[src/rtl/assert_macros.svh]
// Assertion macros for the RTL of the block cache tag engine.
// Included by modules that carry concurrent checks; depends on nothing.
`ifndef ASSERT_MACROS_SVH
`define ASSERT_MACROS_SVH

// Property must hold at every clock edge outside reset.
`define ASSERT_CLK(label, clk, rst, prop, msg) \
   label: assert property (@(posedge clk) disable iff (rst) prop) else $error(msg);

// Condition must never be true at a clock edge outside reset.
`define ASSERT_NEVER(label, clk, rst, cond, msg) \
   label: assert property (@(posedge clk) disable iff (rst) !(cond)) else $error(msg);

`endif

[src/rtl/lbc_pkg.sv]
// Shared types and constants of the LRU block cache tag engine.
// Depends on nothing; used by lru_block_cache_tags, which sizes its memories with it.
package lbc_pkg;

   localparam int KEY_W       = 40;
   localparam int DEVICE_W    = 8;
   localparam int SECTOR_W    = 16;
   localparam int BLOCK_W     = 16;
   localparam int SLOT_W      = 6;
   localparam int LIMIT_W     = 7;
   localparam logic [LIMIT_W-1:0] LIMIT_RESET = 7'd64;

   localparam logic OP_GET = 1'b0;
   localparam logic OP_PUT = 1'b1;

   typedef logic [KEY_W-1:0] key_type;

endpackage

[src/rtl/lbc_ram.sv]
// Generic simple dual-port RAM: one write port, one read port, registered read.
// Depends on nothing; storage for the block cache tag engine.
module lbc_ram #(
   parameter int WIDTH = 8,
   parameter int DEPTH = 64
) (
   input  logic                                    clock,
   input  logic                                    wr_en,
   input  logic [((DEPTH > 1) ? $clog2(DEPTH) : 1)-1:0] wr_addr,
   input  logic [WIDTH-1:0]                        wr_data,
   input  logic [((DEPTH > 1) ? $clog2(DEPTH) : 1)-1:0] rd_addr,
   output logic [WIDTH-1:0]                        rd_data
);

   logic [WIDTH-1:0] mem_ff [DEPTH];
   logic [WIDTH-1:0] rd_data_ff;

   always_ff @(posedge clock) begin
      if (wr_en) begin
         mem_ff[wr_addr] <= wr_data;
      end
      rd_data_ff <= mem_ff[rd_addr];
   end

   assign rd_data = rd_data_ff;

endmodule

[src/rtl/lru_block_cache_tags.sv]
// Fully associative LRU tag and replacement engine for a block cache. Each operation
// (get or put of a device/sector/block key) returns one beat with hit, slot and evicted.
// The result beat is loaded once the scan is done and the result register is free of
// rsp_stall; the next request is accepted only when the engine is back in idle, after the
// rank sweep, or after the result beat is loaded on a get miss. Every line's key and recency
// rank is read once through the single read port of the key and rank memories to find the
// match or the least recent line; then, except on a get miss, the rank memory is swept
// again, one entry a cycle, to age the lines and make the chosen one most recent.
// Lines fill from slot 0 upward and are never dropped, so the line count alone marks which
// entries are valid and no clearing pass is needed after reset. The data array is
// outside this block; the slot output addresses it. Depends on lbc_pkg, lbc_ram and
// assert_macros.svh.
`include "assert_macros.svh"

module lru_block_cache_tags #(
   parameter int CAPACITY = 64
) (
   input  logic                            clock,
   input  logic                            reset,
   input  logic                            req_valid,
   output logic                            req_stall,
   input  logic                            req_op,
   input  logic [lbc_pkg::DEVICE_W-1:0]    req_device_id,
   input  logic [lbc_pkg::SECTOR_W-1:0]    req_sector,
   input  logic [lbc_pkg::BLOCK_W-1:0]     req_block_number,
   output logic                            rsp_valid,
   input  logic                            rsp_stall,
   output logic                            rsp_hit,
   output logic [lbc_pkg::SLOT_W-1:0]      rsp_slot,
   output logic                            rsp_evicted,
   input  logic                            csr_wr_en,
   input  logic [lbc_pkg::LIMIT_W-1:0]     csr_wr_data
);

   localparam int IW   = $clog2(CAPACITY);
   localparam int CW   = $clog2(CAPACITY + 1);
   localparam int CMPW = (CW > lbc_pkg::LIMIT_W) ? CW : lbc_pkg::LIMIT_W;

   localparam logic [1:0] ST_IDLE   = 2'd0;
   localparam logic [1:0] ST_SCAN   = 2'd1;
   localparam logic [1:0] ST_DECIDE = 2'd2;
   localparam logic [1:0] ST_UPDATE = 2'd3;

   logic [1:0]                   state_ff, state_in;
   logic [CW-1:0]                count_ff, count_in;
   logic [lbc_pkg::LIMIT_W-1:0]  limit_ff, limit_in;
   logic                         op_ff, op_in;
   lbc_pkg::key_type             key_ff, key_in;
   logic [CW-1:0]                idx_ff, idx_in;
   logic                         pend_ff, pend_in;
   logic [IW-1:0]                pend_idx_ff, pend_idx_in;
   logic                         found_ff, found_in;
   logic [IW-1:0]                hit_idx_ff, hit_idx_in;
   logic [IW-1:0]                hit_rank_ff, hit_rank_in;
   logic                         any_ff, any_in;
   logic [IW-1:0]                max_idx_ff, max_idx_in;
   logic [IW-1:0]                max_rank_ff, max_rank_in;
   logic [IW-1:0]                slot_ff, slot_in;
   logic [IW:0]                  thr_ff, thr_in;
   logic                         rsp_valid_ff, rsp_valid_in;
   logic                         rsp_hit_ff, rsp_hit_in;
   logic [lbc_pkg::SLOT_W-1:0]   rsp_slot_ff, rsp_slot_in;
   logic                         rsp_evicted_ff, rsp_evicted_in;

   lbc_pkg::key_type             key_rd;
   logic [IW-1:0]                rank_rd;
   logic                         key_we;
   logic                         rank_we;
   logic [IW-1:0]                rank_wd;

   logic                         req_accept;
   logic                         issue;
   logic                         rsp_free;
   logic                         rsp_load;
   logic [CMPW-1:0]              eff_limit;
   logic                         full;
   logic [IW-1:0]                dec_slot;
   logic [IW:0]                  dec_thr;
   logic                         dec_hit;
   logic                         dec_evict;
   logic                         dec_fill;
   logic                         dec_upd;

   // Tag and recency storage.
   lbc_ram #(.WIDTH(lbc_pkg::KEY_W), .DEPTH(CAPACITY)) u_key_ram (
      .clock   (clock),
      .wr_en   (key_we),
      .wr_addr (dec_slot),
      .wr_data (key_ff),
      .rd_addr (idx_ff[IW-1:0]),
      .rd_data (key_rd)
   );

   lbc_ram #(.WIDTH(IW), .DEPTH(CAPACITY)) u_rank_ram (
      .clock   (clock),
      .wr_en   (rank_we),
      .wr_addr (pend_idx_ff),
      .wr_data (rank_wd),
      .rd_addr (idx_ff[IW-1:0]),
      .rd_data (rank_rd)
   );

   assign req_stall  = (state_ff != ST_IDLE);
   assign req_accept = req_valid && !req_stall;
   assign issue      = ((state_ff == ST_SCAN) || (state_ff == ST_UPDATE)) && (idx_ff < count_ff);
   assign rsp_free   = !rsp_valid_ff || !rsp_stall;
   assign rsp_load   = (state_ff == ST_DECIDE) && rsp_free;

   // A limit of zero acts as one; a limit above the capacity saturates.
   always_comb begin
      eff_limit = CMPW'(limit_ff);
      if (limit_ff == '0) begin
         eff_limit = CMPW'(1);
      end else if (CMPW'(limit_ff) > CMPW'(CAPACITY)) begin
         eff_limit = CMPW'(CAPACITY);
      end
   end

   assign full = (CMPW'(count_ff) >= eff_limit);

   // Outcome of the scan. A fill ages every line, so its threshold lies above any rank.
   always_comb begin
      dec_slot  = '0;
      dec_thr   = '0;
      dec_hit   = 1'b0;
      dec_evict = 1'b0;
      dec_fill  = 1'b0;
      dec_upd   = 1'b0;
      priority if (found_ff) begin
         dec_slot = hit_idx_ff;
         dec_thr  = {1'b0, hit_rank_ff};
         dec_hit  = 1'b1;
         dec_upd  = 1'b1;
      end else if (op_ff == lbc_pkg::OP_PUT && full) begin
         dec_slot  = max_idx_ff;
         dec_thr   = {1'b0, max_rank_ff};
         dec_evict = 1'b1;
         dec_upd   = 1'b1;
      end else if (op_ff == lbc_pkg::OP_PUT) begin
         dec_slot = count_ff[IW-1:0];
         dec_thr  = (IW + 1)'(CAPACITY);
         dec_fill = 1'b1;
         dec_upd  = 1'b1;
      end else begin
         dec_slot = '0;
      end
   end

   assign key_we  = rsp_load && (op_ff == lbc_pkg::OP_PUT) && !found_ff;
   assign rank_we = (state_ff == ST_UPDATE) && pend_ff;

   always_comb begin
      if (pend_idx_ff == slot_ff) begin
         rank_wd = '0;
      end else if ({1'b0, rank_rd} < thr_ff) begin
         rank_wd = rank_rd + IW'(1);
      end else begin
         rank_wd = rank_rd;
      end
   end

   always_comb begin
      state_in       = state_ff;
      count_in       = count_ff;
      limit_in       = csr_wr_en ? csr_wr_data : limit_ff;
      op_in          = op_ff;
      key_in         = key_ff;
      idx_in         = issue ? idx_ff + CW'(1) : idx_ff;
      pend_in        = issue;
      pend_idx_in    = idx_ff[IW-1:0];
      found_in       = found_ff;
      hit_idx_in     = hit_idx_ff;
      hit_rank_in    = hit_rank_ff;
      any_in         = any_ff;
      max_idx_in     = max_idx_ff;
      max_rank_in    = max_rank_ff;
      slot_in        = slot_ff;
      thr_in         = thr_ff;
      rsp_valid_in   = rsp_valid_ff && rsp_stall;
      rsp_hit_in     = rsp_hit_ff;
      rsp_slot_in    = rsp_slot_ff;
      rsp_evicted_in = rsp_evicted_ff;

      unique case (state_ff)
         ST_IDLE: begin
            if (req_accept) begin
               op_in    = req_op;
               key_in   = {req_device_id, req_sector, req_block_number};
               idx_in   = '0;
               found_in = 1'b0;
               any_in   = 1'b0;
               state_in = ST_SCAN;
            end
         end
         ST_SCAN: begin
            if (pend_ff) begin
               // The first match wins; the victim is the lowest line of highest rank.
               if (key_rd == key_ff && !found_ff) begin
                  found_in    = 1'b1;
                  hit_idx_in  = pend_idx_ff;
                  hit_rank_in = rank_rd;
               end
               if (!any_ff || rank_rd > max_rank_ff) begin
                  any_in      = 1'b1;
                  max_idx_in  = pend_idx_ff;
                  max_rank_in = rank_rd;
               end
            end
            if (!issue && !pend_ff) begin
               state_in = ST_DECIDE;
            end
         end
         ST_DECIDE: begin
            if (rsp_free) begin
               rsp_valid_in   = 1'b1;
               rsp_hit_in     = dec_hit;
               rsp_slot_in    = lbc_pkg::SLOT_W'(dec_slot);
               rsp_evicted_in = dec_evict;
               slot_in        = dec_slot;
               thr_in         = dec_thr;
               idx_in         = '0;
               if (dec_fill) begin
                  count_in = count_ff + CW'(1);
               end
               state_in = dec_upd ? ST_UPDATE : ST_IDLE;
            end
         end
         ST_UPDATE: begin
            if (!issue && !pend_ff) begin
               state_in = ST_IDLE;
            end
         end
         default: begin
            state_in = ST_IDLE;
         end
      endcase
   end

   always_ff @(posedge clock) begin
      if (reset) begin
         state_ff     <= ST_IDLE;
         count_ff     <= '0;
         limit_ff     <= lbc_pkg::LIMIT_RESET;
         pend_ff      <= 1'b0;
         rsp_valid_ff <= 1'b0;
      end else begin
         state_ff     <= state_in;
         count_ff     <= count_in;
         limit_ff     <= limit_in;
         pend_ff      <= pend_in;
         rsp_valid_ff <= rsp_valid_in;
      end
   end

   always_ff @(posedge clock) begin
      op_ff          <= op_in;
      key_ff         <= key_in;
      idx_ff         <= idx_in;
      pend_idx_ff    <= pend_idx_in;
      found_ff       <= found_in;
      hit_idx_ff     <= hit_idx_in;
      hit_rank_ff    <= hit_rank_in;
      any_ff         <= any_in;
      max_idx_ff     <= max_idx_in;
      max_rank_ff    <= max_rank_in;
      slot_ff        <= slot_in;
      thr_ff         <= thr_in;
      rsp_hit_ff     <= rsp_hit_in;
      rsp_slot_ff    <= rsp_slot_in;
      rsp_evicted_ff <= rsp_evicted_in;
   end

   assign rsp_valid   = rsp_valid_ff;
   assign rsp_hit     = rsp_hit_ff;
   assign rsp_slot    = rsp_slot_ff;
   assign rsp_evicted = rsp_evicted_ff;

   `ASSERT_NEVER(a_count_in_range, clock, reset, count_ff > CW'(CAPACITY),
      "line count above capacity")
   `ASSERT_NEVER(a_hit_and_evict, clock, reset, rsp_valid && rsp_hit && rsp_evicted,
      "result beat flags both hit and eviction")
   `ASSERT_CLK(a_fill_counts, clock, reset,
      rsp_load && dec_fill |=> count_ff == $past(count_ff) + CW'(1),
      "fill did not advance the line count")
   `ASSERT_CLK(a_rank_write_in_use, clock, reset, rank_we |-> CW'(pend_idx_ff) < count_ff,
      "rank update outside the lines in use")

endmodule
[config.mk]
export PLATFORM = sky130hd
export DESIGN_NAME = lru_block_cache_tags
export DESIGN_NICKNAME = d
export VERILOG_FILES = /design/src/rtl/lbc_pkg.sv /design/src/rtl/lbc_ram.sv /design/src/rtl/lru_block_cache_tags.sv
export VERILOG_INCLUDE_DIRS = /design/src /design/src/rtl
export SDC_FILE = /design/constraint.sdc
export NUM_CORES = 2
export LEC_CHECK = 0
export BUFFER_PORTS_ARGS = -buffer_cell sky130_fd_sc_hd__buf_4
export CORE_ASPECT_RATIO = 0.7
export CORE_MARGIN = 2
export CORE_UTILIZATION = 50
export DETAILED_ROUTE_END_ITERATION = 10
export GPL_ROUTABILITY_DRIVEN = 1
export PLACE_DENSITY = 0.65
export SYNTH_ARGS = -nofsm -noshare
export SYNTH_HDL_FRONTEND = slang
export SYNTH_SLANG_ARGS = --single-unit
export TNS_END_PERCENT = 1
[constraint.sdc]
create_clock -name clock -period 14 [get_ports clock]
set_input_delay 3.5 -clock clock [delete_from_list [all_inputs] [get_ports clock]]
set_output_delay 3.5 -clock clock [all_outputs]
set_load 0.05 [all_outputs]
==> metrics.txt <==
# TYPE chip_impl_metric gauge
chip_impl_metric{name="finish.instance_area",unit="um^2"} 131700
chip_impl_info{name="timing.critical_path.cells",value="buf_4 -> nand2_1 -> nand3_1 -> nor2_1 -> a32oi_1 -> nand2b_1 -> nor3_2 -> buf_4"} 1
chip_impl_metric{name="post_cts_hold_buffer_count",unit=""} 0
chip_impl_metric{name="slew_violations",unit=""} 0
chip_impl_metric{name="slew-limit-headroom",unit="%"} 8.289
chip_impl_metric{name="avgSynthCellArea",unit="um^2"} 22.59
chip_impl_metric{name="die-area",unit="um^2"} 239300
chip_impl_metric{name="finalWorstSetupSlack",unit="ns"} 7.571
chip_impl_metric{name="skew",unit="ns"} 0.06005
chip_impl_metric{name="layout.nets",unit=""} 5527
chip_impl_metric{name="cp_slowest_stage_delay",unit="ns"} 0.88
chip_impl_metric{name="share_of_total_power_in_the_clock_network",unit="%"} 41.1
chip_impl_info{name="critPathTopFamily",value="simple AND/OR/NAND/NOR gates"} 1
chip_impl_metric{name="post_drt_wl_per_cell",unit="um"} 32.97
chip_impl_metric{name="tightestPinTransition",unit="ns"} 1.376
chip_impl_metric{name="dr.first_iter.drc_count",unit=""} 8731
chip_impl_info{name="top_usage_layer_grt",value="met1"} 1
chip_impl_metric{name="cts.path.max_buffers",unit=""} 4
chip_impl_metric{name="setup_tns",unit="ns"} 0
chip_impl_metric{name="grt_util_met1",unit="%"} 38.01
chip_impl_metric{name="port_buffers",unit=""} 62
chip_impl_metric{name="die_w",unit="um"} 583.8
chip_impl_metric{name="power.switching_fraction",unit="%"} 20.65
chip_impl_metric{name="pwr-share-seq",unit="%"} 55.2
chip_impl_metric{name="path_max_fanout",unit=""} 32
chip_impl_metric{name="power.total",unit="mW"} 18.77
chip_impl_metric{name="cp_arrival",unit="ns"} 6.87
chip_impl_metric{name="grtUsageTotal",unit="%"} 24.06
chip_impl_metric{name="p_comb_share",unit="%"} 3.7
chip_impl_metric{name="gp_congestion",unit=""} 0.8277
chip_impl_info{name="rsz0062_at_grt",value="no"} 1
chip_impl_metric{name="drv_cap",unit=""} 0
chip_impl_info{name="slowest_stage",value="nor3_2"} 1
chip_impl_metric{name="dpl-instance-area",unit="um^2"} 122600
chip_impl_info{name="timing.critical_path.to_type",value="flop"} 1
chip_impl_metric{name="critPathBufInv",unit=""} 2
chip_impl_metric{name="min_period_over_period",unit="%"} 45.92
chip_impl_metric{name="p_leak",unit="nW"} 39.76
chip_impl_metric{name="synthesis_warning_total",unit=""} 0
chip_impl_info{name="synthTopCellsByArea",value="edfxtp_1, mux4_2, dfxtp_1"} 1
chip_impl_metric{name="synth-edff-count",unit=""} 3026
chip_impl_metric{name="ant_nets",unit=""} 0
chip_impl_info{name="hold_path_startpoint",value="limit_ff[0]"} 1
chip_impl_metric{name="dp_slack",unit="ns"} 6.843
chip_impl_metric{name="use_met3",unit="%"} 4.643
chip_impl_metric{name="synth_sequential_area_ratio",unit="%"} 78.55
chip_impl_metric{name="drt-vias-per-instance",unit=""} 6.456
chip_impl_info{name="r2r-start",value="limit_ff[1]"} 1
chip_impl_metric{name="hold-worst-slack",unit="ns"} 0.5192
chip_impl_metric{name="via_count_of_the_first_global_routing_pass",unit=""} 54690
chip_impl_metric{name="maximum_number_of_pins_on_one_net_before_global_route_repair",unit=""} 113
chip_impl_metric{name="initial_core_util",unit="%"} 50.46
chip_impl_metric{name="worstPathRequired",unit="ns"} 14.44
chip_impl_metric{name="path_clk_slew",unit="ns"} 0.06
chip_impl_info{name="outcome",value="complete, no violations"} 1
chip_impl_metric{name="synth_nets",unit=""} 5287
chip_impl_metric{name="core.rowCount",unit=""} 148
chip_impl_metric{name="die-height",unit="um"} 409.8
chip_impl_metric{name="power-per-cell-area",unit="nW/um^2"} 142.5
chip_impl_metric{name="buffer_count_from_post_cts_setup_fixing",unit=""} 0
chip_impl_info{name="path_class",value="in -> reg"} 1
chip_impl_metric{name="h-tree-depth",unit=""} 5
chip_impl_metric{name="fillers",unit=""} 16730
chip_impl_metric{name="core_area",unit="um^2"} 233100
chip_impl_metric{name="postSynthRegisterBits",unit=""} 3103
chip_impl_metric{name="final-hold-violation-count",unit=""} 0
chip_impl_info{name="tritoncts",value="done"} 1
chip_impl_metric{name="cts_made_buffers",unit=""} 290
chip_impl_info{name="post_synth_most_frequent_cells",value="edfxtp_1, mux4_2, clkbuf_1, a22oi_1, nor2_1"} 1
chip_impl_metric{name="route.vias.total",unit=""} 56470
chip_impl_metric{name="internal_power",unit="mW"} 14.90
chip_impl_info{name="critical_path.startpoint",value="rsp_stall"} 1
chip_impl_metric{name="total_global_routing_overflow",unit=""} 0
chip_impl_metric{name="layout-area-overhead-vs-synth",unit="%"} 11.98
chip_impl_metric{name="synthDistinctLibCells",unit=""} 56
chip_impl_metric{name="hpwlAfterDp",unit="mm"} 165.5
chip_impl_metric{name="final-setup-viol-count",unit=""} 0
chip_impl_info{name="cpMostUsedCell",value="buf_4"} 1
chip_impl_metric{name="route.detailed.drc",unit=""} 0
chip_impl_metric{name="grt_first_pass_wirelength",unit="mm"} 411.5
chip_impl_metric{name="drt-total-wl",unit="mm"} 288.3
chip_impl_metric{name="drive_above_1_share",unit="%"} 25.99
chip_impl_metric{name="number_of_antenna_cells_inserted",unit=""} 0
chip_impl_metric{name="synth_cells",unit=""} 5207
chip_impl_info{name="ctsRootBufferMaster",value="clkbuf_16"} 1
chip_impl_info{name="synthDominantAreaCellType",value="edfxtp_1"} 1
chip_impl_metric{name="drt_pass1_iterations",unit=""} 6
chip_impl_metric{name="clock_tree_sinks",unit=""} 3103
chip_impl_metric{name="ir_drop",unit="uV"} 109.3
chip_impl_info{name="synthFlopType",value="edfxtp_1"} 1
chip_impl_metric{name="p_sw",unit="mW"} 3.875
chip_impl_metric{name="period_minus_slack",unit="ns"} 6.429
chip_impl_metric{name="postCtsResizedCells",unit=""} 0
chip_impl_metric{name="max_clock_freq",unit="MHz"} 155.5
chip_impl_metric{name="clk-insertion-delay-late",unit="ns"} 0.86
chip_impl_info{name="synth.most_common_cell",value="edfxtp_1"} 1
chip_impl_metric{name="antenna_found_initial",unit=""} 6
chip_impl_metric{name="synth_top_area_share",unit="%"} 77.24
chip_impl_metric{name="syn-cell-area",unit="um^2"} 117600
chip_impl_metric{name="async_reset_ff_share",unit="%"} 0
chip_impl_info{name="startpoint_type",value="input pin"} 1
chip_impl_info{name="timing.hold.worst.class",value="reg -> reg"} 1
chip_impl_metric{name="design.portCount",unit=""} 63
chip_impl_metric{name="grt.met2_usage",unit="%"} 34.47
state kept, by name, indices dropped and copies added (netlist names), 7 cells and up:
| name | flops |
|---|---|
| count_ff | 7 |
| idx_ff | 7 |
| key_ff | 40 |
| limit_ff | 7 |
| thr_ff | 7 |
| u_key_ram.mem_ff | 2560 |
| u_key_ram.rd_data | 40 |
| u_rank_ram.mem_ff | 384 |
area by class of cell:
type	count	area [um^2]	area share (%)
Timing Repair Buffer	247	1979	1.502
Multi-Input combinational cell	1772	24250	18.41
Sequential cell	3103	92420	70.15
Tap cell	3075	3847	2.920
Clock buffer	367	7790	5.913
Inverter	33	123.9	0.09402
Clock inverter	149	1324	1.005
tightest hold or removal path, delay by kind of cell (launching register included):
kind	cells	cell delay [ns]
multiplexers	1	0.07
AND/OR/NAND/NOR	1	0.07
flip-flops	1	0.34
cells in the final DEF, fill, tap and decap left out, types with 6 or more instances in the layout:
| cell type | count |
|---|---|
| nor3_4 | 10 |
| o221ai_1 | 31 |
| nor2_1 | 100 |
| a22oi_1 | 130 |
| xor2_1 | 34 |
| o211ai_1 | 47 |
| clkinv_2 | 46 |
| nor3_1 | 6 |
| inv_1 | 33 |
| nor2_4 | 6 |
| nand2_1 | 93 |
| inv_6 | 12 |
| clkbuf_16 | 301 |
| mux4_2 | 736 |
| a221oi_1 | 88 |
| nand2b_1 | 7 |
| clkbuf_1 | 65 |
| o2111ai_1 | 8 |
| mux2i_1 | 84 |
| nand3_1 | 46 |
| buf_4 | 237 |
| nor2b_1 | 8 |
| clkinv_1 | 59 |
| dfxtp_1 | 73 |
| ha_1 | 27 |
| and2_1 | 6 |
| clkinvlp_4 | 6 |
| a22o_1 | 83 |
| nor3_2 | 55 |
| nor4_1 | 10 |
| a21oi_1 | 34 |
| edfxtp_1 | 3026 |
| o21ai_0 | 46 |
| buf_12 | 10 |
| xnor2_1 | 22 |
| bufinv_16 | 23 |
layer usage:
layer	part of all wire, %	wire length, um
met2	44	127800
met5	0.0045	13
met3	10	29190
met4	2.6	7541
met1	43	123800
worst paths after layout:
kind / slack, ns / endpoint / cells after the start
worst max-delay path: 7.57 / u_key_ram.mem_ff[47][35] / 8
worst min-delay path: 0.52 / limit_ff[0] / 2
worst max register to register: 8.71 / u_key_ram.mem_ff[35][38] / 12
worst min register to register: 0.52 / limit_ff[0] / 2
power groups by stage:
stage | combinational (mW) | clock (mW) | sequential, mW
final | 0.695 | 7.71 | 10.4
after global routing | 0.738 | 8.19 | 10.4
after CTS | 0.701 | 7.82 | 10.4
after detailed placement | 0.702 | 0 | 10.6
after global placement | 0.680 | 0 | 10.6
after floorplan | 0.276 | 0 | 10.7
cells by family (layout without fill, tap and decap cells):
kind of cell	after synthesis	in the layout	share of synthesized area [%]
xor gates and xnor gates	56	56	0.4169
and+or+nand+nor	378	378	1.518
adders and majority gates	27	27	0.2871
muxes	822	822	14.82
buffers and inverters	332	796	1.209
AOI/OAI and AO/OA	489	489	3.198
DFF	3103	3103	78.55
through the flow:
| step | utilization, % | cells |
|---|---|---|
| floorplan | - | 5207 |
| global placement | 52.60 | 8229 |
| detailed placement | 52.60 | 8230 |
| CTS | 56.51 | 8746 |
| global route | 56.51 | 8746 |
| finish | 56.51 | 8746 |
No activity file was read; power rests on OpenSTA's default activity.
